--- src/design/sha_pkg.sv ---
// sha_pkg: shared types, constants and functions for the sha-256 byte hasher
// no dependencies
package sha_pkg;

  typedef struct packed {
    logic [7:0] msg_byte;
    logic       byte_present;
    logic       end_of_message;
  } sha_in_t;

  typedef struct packed {
    logic [31:0] digest_word;
    logic [2:0]  word_index;
    logic        last_word;
  } sha_out_t;

  typedef enum logic [2:0] {
    ST_IDLE,
    ST_PAD,
    ST_COMP,
    ST_FOLD,
    ST_EMIT
  } sha_state_t;

  // controller to datapath
  typedef struct packed {
    logic       load_byte;    // write in byte at fill position
    logic       pad_write;    // write pad byte at pad position
    logic       comp_start;   // load working vars, clear round counter
    logic       comp_round;   // run one round
    logic       fold;         // add working vars into hash
    logic       emit_load;    // load output register
    logic       reset_msg;    // restore initial state
  } sha_cmd_t;

  // datapath to controller
  typedef struct packed {
    logic block_full;   // fill count wrapped after a byte
    logic round_last;   // round 63 running
  } sha_stat_t;

  localparam logic [31:0] K [64] = '{
    32'h428a2f98, 32'h71374491, 32'hb5c0fbcf, 32'he9b5dba5,
    32'h3956c25b, 32'h59f111f1, 32'h923f82a4, 32'hab1c5ed5,
    32'hd807aa98, 32'h12835b01, 32'h243185be, 32'h550c7dc3,
    32'h72be5d74, 32'h80deb1fe, 32'h9bdc06a7, 32'hc19bf174,
    32'he49b69c1, 32'hefbe4786, 32'h0fc19dc6, 32'h240ca1cc,
    32'h2de92c6f, 32'h4a7484aa, 32'h5cb0a9dc, 32'h76f988da,
    32'h983e5152, 32'ha831c66d, 32'hb00327c8, 32'hbf597fc7,
    32'hc6e00bf3, 32'hd5a79147, 32'h06ca6351, 32'h14292967,
    32'h27b70a85, 32'h2e1b2138, 32'h4d2c6dfc, 32'h53380d13,
    32'h650a7354, 32'h766a0abb, 32'h81c2c92e, 32'h92722c85,
    32'ha2bfe8a1, 32'ha81a664b, 32'hc24b8b70, 32'hc76c51a3,
    32'hd192e819, 32'hd6990624, 32'hf40e3585, 32'h106aa070,
    32'h19a4c116, 32'h1e376c08, 32'h2748774c, 32'h34b0bcb5,
    32'h391c0cb3, 32'h4ed8aa4a, 32'h5b9cca4f, 32'h682e6ff3,
    32'h748f82ee, 32'h78a5636f, 32'h84c87814, 32'h8cc70208,
    32'h90befffa, 32'ha4506ceb, 32'hbef9a3f7, 32'hc67178f2
  };

  localparam logic [31:0] H0 [8] = '{
    32'h6a09e667, 32'hbb67ae85, 32'h3c6ef372, 32'ha54ff53a,
    32'h510e527f, 32'h9b05688c, 32'h1f83d9ab, 32'h5be0cd19
  };

  localparam logic [7:0] PAD_BYTE = 8'h80;

  function automatic logic [31:0] ror(input logic [31:0] x, input int n);
    ror = (x >> n) | (x << (32 - n));
  endfunction

endpackage

--- src/design/sha_datapath.sv ---
// sha_datapath: block buffer, message schedule, round logic, hash words, bit length
// depends on sha_pkg
module sha_datapath
  import sha_pkg::*;
(
  input  logic      clk,
  input  logic      rst,
  input  sha_cmd_t  cmd,
  input  logic [7:0] in_byte,
  input  logic [5:0] pad_pos,
  input  logic [7:0] pad_byte,
  input  logic [2:0] emit_idx,
  output sha_stat_t stat,
  output logic [5:0] fill,
  output logic [63:0] msg_bits,
  output logic [31:0] emit_word
);

  // block buffer as 16 words; schedule window reuses it as a shift line
  logic [31:0] w [16];
  logic [31:0] hash [8];
  logic [31:0] v [8];
  logic [5:0]  round;
  logic [6:0]  fill_sum;
  logic [31:0] s0, s1, w_new, t1, t2, ch, mj;

  assign fill_sum = {1'b0, fill} + 7'd1;
  assign stat.block_full = cmd.load_byte && fill_sum[6];
  assign stat.round_last = (round == 6'd63);

  always_comb begin
    s0 = ror(w[1], 7) ^ ror(w[1], 18) ^ (w[1] >> 3);
    s1 = ror(w[14], 17) ^ ror(w[14], 19) ^ (w[14] >> 10);
    w_new = s1 + w[9] + s0 + w[0];
    ch = (v[4] & v[5]) ^ (~v[4] & v[6]);
    mj = (v[0] & v[1]) ^ (v[0] & v[2]) ^ (v[1] & v[2]);
    t1 = v[7] + (ror(v[4], 6) ^ ror(v[4], 11) ^ ror(v[4], 25)) + ch + K[round] + w[0];
    t2 = (ror(v[0], 2) ^ ror(v[0], 13) ^ ror(v[0], 22)) + mj;
  end

  // byte write into the word array
  function automatic logic [31:0] put_byte(input logic [31:0] wd, input logic [1:0] lane,
                                           input logic [7:0] b);
    logic [31:0] r;
    r = wd;
    r[(3 - lane) * 8 +: 8] = b;
    return r;
  endfunction

  always_ff @(posedge clk) begin
    if (cmd.load_byte) begin
      w[fill[5:2]] <= put_byte(w[fill[5:2]], fill[1:0], in_byte);
    end else if (cmd.pad_write) begin
      w[pad_pos[5:2]] <= put_byte(w[pad_pos[5:2]], pad_pos[1:0], pad_byte);
    end else if (cmd.comp_round) begin
      for (int i = 0; i < 15; i++) w[i] <= w[i + 1];
      w[15] <= w_new;
    end
    if (cmd.comp_start) begin
      for (int i = 0; i < 8; i++) v[i] <= hash[i];
    end else if (cmd.comp_round) begin
      v[7] <= v[6];
      v[6] <= v[5];
      v[5] <= v[4];
      v[4] <= v[3] + t1;
      v[3] <= v[2];
      v[2] <= v[1];
      v[1] <= v[0];
      v[0] <= t1 + t2;
    end
    if (cmd.emit_load) emit_word <= hash[emit_idx];
  end

  always_ff @(posedge clk) begin
    if (rst || cmd.reset_msg) begin
      for (int i = 0; i < 8; i++) hash[i] <= H0[i];
      fill <= '0;
      msg_bits <= '0;
      round <= '0;
    end else begin
      if (cmd.load_byte) begin
        fill <= fill_sum[5:0];
        msg_bits <= msg_bits + 64'd8;
      end
      if (cmd.comp_start) round <= '0;
      else if (cmd.comp_round) round <= round + 6'd1;
      if (cmd.fold) begin
        for (int i = 0; i < 8; i++) hash[i] <= hash[i] + v[i];
      end
    end
  end

endmodule

--- src/design/sha_control.sv ---
// sha_control: sequencer for byte intake, padding, compression and digest output
// depends on sha_pkg
module sha_control
  import sha_pkg::*;
(
  input  logic       clk,
  input  logic       rst,
  input  logic       in_valid,
  output logic       in_ready,
  input  sha_in_t    in_item,
  output logic       out_valid,
  input  logic       out_ready,
  output logic [2:0] out_idx,
  input  sha_stat_t  stat,
  input  logic [5:0] fill,
  input  logic [63:0] msg_bits,
  output sha_cmd_t   cmd,
  output logic [5:0] pad_pos,
  output logic [7:0] pad_byte,
  output logic [2:0] emit_idx
);

  sha_state_t state, state_next;
  logic       ending, ending_next;   // message end pending after compression
  logic       final_blk, final_blk_next;
  logic [5:0] ppos, ppos_next;
  logic       started, started_next; // 0x80 already written
  logic [2:0] idx, idx_next;
  logic       ov, ov_next;
  logic       acc;

  assign in_ready = (state == ST_IDLE);
  assign acc = in_valid && in_ready;
  assign pad_pos = ppos;
  assign emit_idx = idx;
  assign out_valid = ov;

  always_ff @(posedge clk) begin
    if (rst) begin
      state <= ST_IDLE;
      ending <= 1'b0;
      final_blk <= 1'b0;
      ppos <= '0;
      started <= 1'b0;
      idx <= '0;
      ov <= 1'b0;
      out_idx <= '0;
    end else begin
      state <= state_next;
      ending <= ending_next;
      final_blk <= final_blk_next;
      ppos <= ppos_next;
      started <= started_next;
      idx <= idx_next;
      ov <= ov_next;
      if (cmd.emit_load) out_idx <= idx;
    end
  end

  always_comb begin
    state_next = state;
    ending_next = ending;
    final_blk_next = final_blk;
    ppos_next = ppos;
    started_next = started;
    idx_next = idx;
    ov_next = ov;
    cmd = '0;
    pad_byte = 8'h00;
    case (state)
      ST_IDLE: begin
        if (acc) begin
          cmd.load_byte = in_item.byte_present;
          ending_next = in_item.end_of_message;
          started_next = 1'b0;
          final_blk_next = 1'b0;
          if (in_item.byte_present && stat.block_full) begin
            state_next = ST_COMP;
            cmd.comp_start = 1'b1;
          end else if (in_item.end_of_message) begin
            state_next = ST_PAD;
            ppos_next = in_item.byte_present ? fill + 6'd1 : fill;
          end
        end
      end
      ST_PAD: begin
        // one pad byte a cycle; length bytes fill 56..63 of the final block
        cmd.pad_write = 1'b1;
        if (!started) begin
          pad_byte = PAD_BYTE;
          started_next = 1'b1;
        end else if (final_blk && ppos >= 6'd56) begin
          pad_byte = msg_bits[(7 - ppos[2:0]) * 8 +: 8];
        end
        if (!started && ppos < 6'd56) final_blk_next = 1'b1;
        if (started && ppos == 6'd55 && !final_blk) final_blk_next = 1'b0;
        ppos_next = ppos + 6'd1;
        if (ppos == 6'd63) begin
          state_next = ST_COMP;
          cmd.comp_start = 1'b1;
        end
      end
      ST_COMP: begin
        cmd.comp_round = 1'b1;
        if (stat.round_last) state_next = ST_FOLD;
      end
      ST_FOLD: begin
        cmd.fold = 1'b1;
        if (!ending) begin
          state_next = ST_IDLE;
        end else if (!started) begin
          // block filled by the closing byte: padding starts a new block
          state_next = ST_PAD;
          ppos_next = '0;
        end else if (!final_blk) begin
          state_next = ST_PAD;
          ppos_next = '0;
          final_blk_next = 1'b1;
        end else begin
          state_next = ST_EMIT;
          idx_next = '0;
        end
      end
      ST_EMIT: begin
        if (!ov || out_ready) begin
          if (ov && out_idx == 3'd7) begin
            ov_next = 1'b0;
            cmd.reset_msg = 1'b1;
            ending_next = 1'b0;
            state_next = ST_IDLE;
          end else if (!ov || idx != 3'd0) begin
            cmd.emit_load = 1'b1;
            ov_next = 1'b1;
            idx_next = idx + 3'd1;
          end
        end
      end
      default: state_next = ST_IDLE;
    endcase
  end

endmodule

--- src/design/sha256_byte_stream_hasher.sv ---
// sha-256 over a byte stream, one byte per input transfer
// a full block is compressed at one round per cycle; end of message adds up to two
// pad passes and two compressions, then 8 output transfers
// input is held off (in_ready low) while padding, compressing or emitting the digest
// reset: synchronous, loads initial hash values and clears length and fill count
module sha256_byte_stream_hasher
  import sha_pkg::*;
(
  input  logic     clk,
  input  logic     rst,
  input  logic     in_valid,
  output logic     in_ready,
  input  sha_in_t  in_data,
  output logic     out_valid,
  input  logic     out_ready,
  output sha_out_t out_data
);

  sha_cmd_t   cmd;
  sha_stat_t  stat;
  logic [5:0] fill, pad_pos;
  logic [7:0] pad_byte;
  logic [2:0] emit_idx, out_idx;
  logic [63:0] msg_bits;
  logic [31:0] emit_word;

  sha_control u_ctrl (
    .clk, .rst, .in_valid, .in_ready, .in_item(in_data), .out_valid, .out_ready,
    .out_idx, .stat, .fill, .msg_bits, .cmd, .pad_pos, .pad_byte, .emit_idx
  );

  sha_datapath u_dp (
    .clk, .rst, .cmd, .in_byte(in_data.msg_byte), .pad_pos, .pad_byte, .emit_idx,
    .stat, .fill, .msg_bits, .emit_word
  );

  assign out_data.digest_word = emit_word;
  assign out_data.word_index = out_idx;
  assign out_data.last_word = (out_idx == 3'd7);

endmodule

--- config.mk ---
export PLATFORM = sky130hd
export DESIGN_NAME = sha256_byte_stream_hasher
export DESIGN_NICKNAME = d
export VERILOG_FILES = /design/src/design/sha_pkg.sv /design/src/design/sha_datapath.sv /design/src/design/sha_control.sv /design/src/design/sha256_byte_stream_hasher.sv
export SDC_FILE = /design/constraint.sdc
export NUM_CORES = 2
export LEC_CHECK = 0
export BUFFER_PORTS_ARGS = -buffer_cell sky130_fd_sc_hd__buf_4
export CORE_UTILIZATION = 40
export DETAILED_ROUTE_END_ITERATION = 8
export SYNTH_ARGS = -nofsm -noshare
export SYNTH_HDL_FRONTEND = slang
export SYNTH_SLANG_ARGS = --single-unit
--- constraint.sdc ---
create_clock -name clk -period 23.3 [get_ports clk]
set_clock_uncertainty 0.2 [all_clocks]
set_input_delay 4.66 -clock clk [delete_from_list [all_inputs] [get_ports clk]]
set_output_delay 4.66 -clock clk [all_outputs]
set_load 0.05 [all_outputs]
==> reports/qor.csv <==
stage,metric,value,unit
outcome,status,"finished, final reports clean",
die,Ports,52,
global_routing,first-pass GRT wire length,412000,µm
routing,Wirelength per Cell,27.3,µm
global_routing,vias in the first global route,62066,
setup_path,Worst Setup Start Kind,register,
sta,final hold vios,0,
sta,Fin Hold WS,277,ps
setup_path,nature of the critical path endpoint,register,
finish,multi-input combinational cell area,46700,µm²
placement,pre-CTS WS,12710,ps
sta,RSZ-0062 raised after global routing,no,
die,height of the die,458,µm
sta,Final period util,46.3,%
yosys,post-synthesis cell type count,102,
finish,fin nets,8026,
setup_path,FF-to-FF setup slack,12520,ps
finish,fillcell total,19136,
setup_path,reg2reg start,u_dp.round[0],
clock_network,Setup Buffers After CTS,0,
setup_path,peak per-stage delay on the critical path,770,ps
sta,setup ws final,12520,ps
yosys,mean post-synth cell area,10.9,µm²
clock_network,post_cts resized,0,
clock_network,clock-pin slew on the worst setup and hold paths,60,ps
sta,setup_tns,0,ps
routing,Post-Route WL,279000,µm
yosys,Main synth FF type,edfxtp_1,
sta,normalized max-slew margin,22.3,%
setup_path,Setup crit start,u_dp.round[0],
routing,Post-DRT Antenna Nets,0,
yosys,synthesized flop and latch total,1156,
clock_network,Hold Buf Count CTS,0,
worst_hold_path,worst hold path type,reg2reg,
global_routing,GRT Total Usage,26.3,%
worst_hold_path,WHS Path Cells,2,
finish,area delta synth->final,8.98,%
sta,max-slew violations,0,
global_routing,total gr overflow,0,
global_routing,largest net degree at the start of global routing,153,
setup_path,WP data required,23620,ps
placement,post-DP HPWL,198000,µm
die,DIE AREA,210000,µm²
sta,Fmax,92.8,MHz
global_routing,initial antenna violation count,8,
routing,Initial DRC Count,5957,
clock_network,H-tree depth,4,
routing,Via density,6.13,
die,FP Rows,166,
routing,Vias,62535,
setup_path,Worst Path Arrival,11100,ps
clock_network,Root Buffer,clkbuf_16,
routing,DRC Markers,0,
clock_network,clk sinks,1156,
clock_network,worst skew pair latency,820,ps
die,Initial Utilization,40.4,%
clock_network,CTS tree,yes,
finish,design area,90600,µm²
sta,"Setup violations, final",0,
placement,Placement Cell Area,86200,µm²
yosys,sequential area share after synthesis,40.5,%
clock_network,TritonCTS buffer count,139,
die,core region area,206000,µm²
power,VDD IR max,0.0000768,V
placement,RePlAce Congestion,0.961,
sta,Worst-Margin Slew,1160,ps
yosys,Yosys warnings,0,
sta,min Tclk post-route,10780,ps
power,pwr/cell area,69.1,nW/µm²
flow_run,max cap viols,0,
placement,number of port buffers,51,
yosys,post-synth net total,8229,
die,Chip Width,458,µm
finish,Register Area,33700,µm²
power,Leak,0.0347,µW
yosys,Synth Instances,7615,
clock_network,deepest clock path buffer count,3,
yosys,"EDFF count, synth",1056,
yosys,mapped cell area,83100,µm²
setup_path,critical path class,reg2reg,
setup_path,worst setup path end,u_dp.v[0][25],
routing,1st-pass router iterations,6,
finish,share of cells above drive strength 1,12.5,%
setup_path,FF-to-FF path depth,38,
yosys,ys async rst share,0,%
setup_path,r2r endpoint,u_dp.v[0][25],
setup_path,Crit-path slowest cell,nor2_1,
setup_path,CP max FO,23,
==> layout make-up <==
| class | instances | share of cell area [%] |
|---|---|---|
| clock buffers | 183 | 4.23 |
| multi-input cells | 5647 | 51.5 |
| repair buffers | 159 | 1.36 |
| flip-flops and latches | 1156 | 37.2 |
| inverters | 309 | 1.28 |
| diodes | 6 | 0.0166 |
| clock inverters | 61 | 0.659 |
| well taps | 2688 | 3.71 |
==> kinds of logic (layout without fill, tap and decap cells) <==
kind of cell	after synthesis	after routing	synth area share [%]
simple gates	2011	2011	10.7
other cells	0	6	0
compound gates	1912	1912	15.4
buf+inv	812	712	3.82
xor+xnor	609	609	6.42
mux	488	488	12.0
fa+ha+maj	627	627	11.1
flops	1156	1156	40.5
==> placed cells by master (no fill, tap or decap), drive strengths merged, types with 24 or more instances in the layout <==
cell type,n
nor2,418
mux2,61
nand2,1014
ha,405
o21bai,46
buf,159
clkinv,43
nand4,36
clkbuf,183
o22ai,46
a21o,696
and3,47
mux4,403
nor2b,50
inv,312
a221oi,42
a211oi,43
nand3,107
a21boi,27
a21oi,354
xor2,182
and2,29
nand2b,56
nor3,125
edfxtp,1056
a31oi,52
dfxtp,100
or3,47
o21a,66
fa,195
o21ai,342
mux2i,24
xnor2,427
maj3,27
==> synthesized netlist by cell type, drive strengths merged, types with 19 or more instances <==
cell / count / area, µm²
and2: 29 / 183
o21bai: 46 / 345
or2: 21 / 134
a21boi: 27 / 206
dfxtp: 100 / 2000
buf: 112 / 526
nor3: 125 / 642
a221oi: 42 / 368
a211oi: 43 / 323
a31oi: 52 / 325
nand2b: 56 / 350
o31ai: 21 / 176
xnor2: 427 / 3740
inv: 307 / 1150
nor2: 418 / 1580
or3: 47 / 294
mux2i: 24 / 240
a21o: 696 / 5230
ha: 405 / 5070
a211o: 19 / 166
a21oi: 354 / 1780
nor2b: 50 / 313
and3: 47 / 299
mux4: 403 / 9080
maj3: 27 / 270
o21a: 66 / 495
xor2: 182 / 1590
o21ai: 342 / 1710
fa: 195 / 3900
o22ai: 46 / 288
edfxtp: 1056 / 31700
nand4: 36 / 225
nand3: 107 / 541
mux2: 61 / 687
nand2: 1014 / 3810
nor3b: 20 / 150
clkbuf: 391 / 1490
==> per-stage QoR <==
stage,utilization [%],std cells,power (µW)
global placement,41.9,9959,4040
floorplan,-,7615,3670
global route,44.1,10205,6530
detailed placement,41.9,9959,4080
finish,44.1,10209,6260
CTS,44.1,10203,6280
==> report_power, final <==
part           total [µW]  internal, µW  switching (µW)
registers            2400          2340            56.8
clock network        2200          1270             936
logic                1660           721             934
==> flip-flops by register name, summed over array words and instances (netlist names), named ones only <==
signal	cells
u_ctrl.emit_idx	3
u_ctrl.ending	1
u_ctrl.final_blk	1
u_ctrl.out_idx	3
u_ctrl.out_valid	1
u_ctrl.pad_pos	6
u_ctrl.started	1
u_ctrl.state	3
u_dp.emit_word	32
u_dp.fill	6
u_dp.hash	256
u_dp.msg_bits	61
u_dp.round	6
u_dp.v	256
u_dp.w	512
==> layer usage <==
layer | share of wire (%) | global-route usage [%]
met5 | 0.0097 | 0
met2 | 48 | 43.2
met1 | 40 | 34.1
met3 | 6.8 | 3.68
met4 | 5.2 | 12.7
==> worst max-delay path: cells and delay by family (launching register included) <==
kind | cells | cell delay, ps
adders and majority gates | 8 | 3570
buffers and inverters | 5 | 900
xor gates and xnor gates | 2 | 470
AOI/OAI and AO/OA | 15 | 2950
and+or+nand+nor | 8 | 2060
DFF | 1 | 300
==> how the worst min path moves through the flow <==
stage                      start           endpoint
3_5_place_dp   u_ctrl.out_idx[0]  u_ctrl.out_idx[0]
3_3_place_gp   u_ctrl.out_idx[1]  u_ctrl.out_idx[1]
6_report       u_ctrl.out_idx[0]  u_ctrl.out_idx[0]
5_1_grt        u_ctrl.out_idx[0]  u_ctrl.out_idx[0]
4_1_cts        u_ctrl.out_idx[0]  u_ctrl.out_idx[0]
2_1_floorplan  u_dp.msg_bits[44]  u_dp.msg_bits[44]
(Power assumes the default switching activity.)
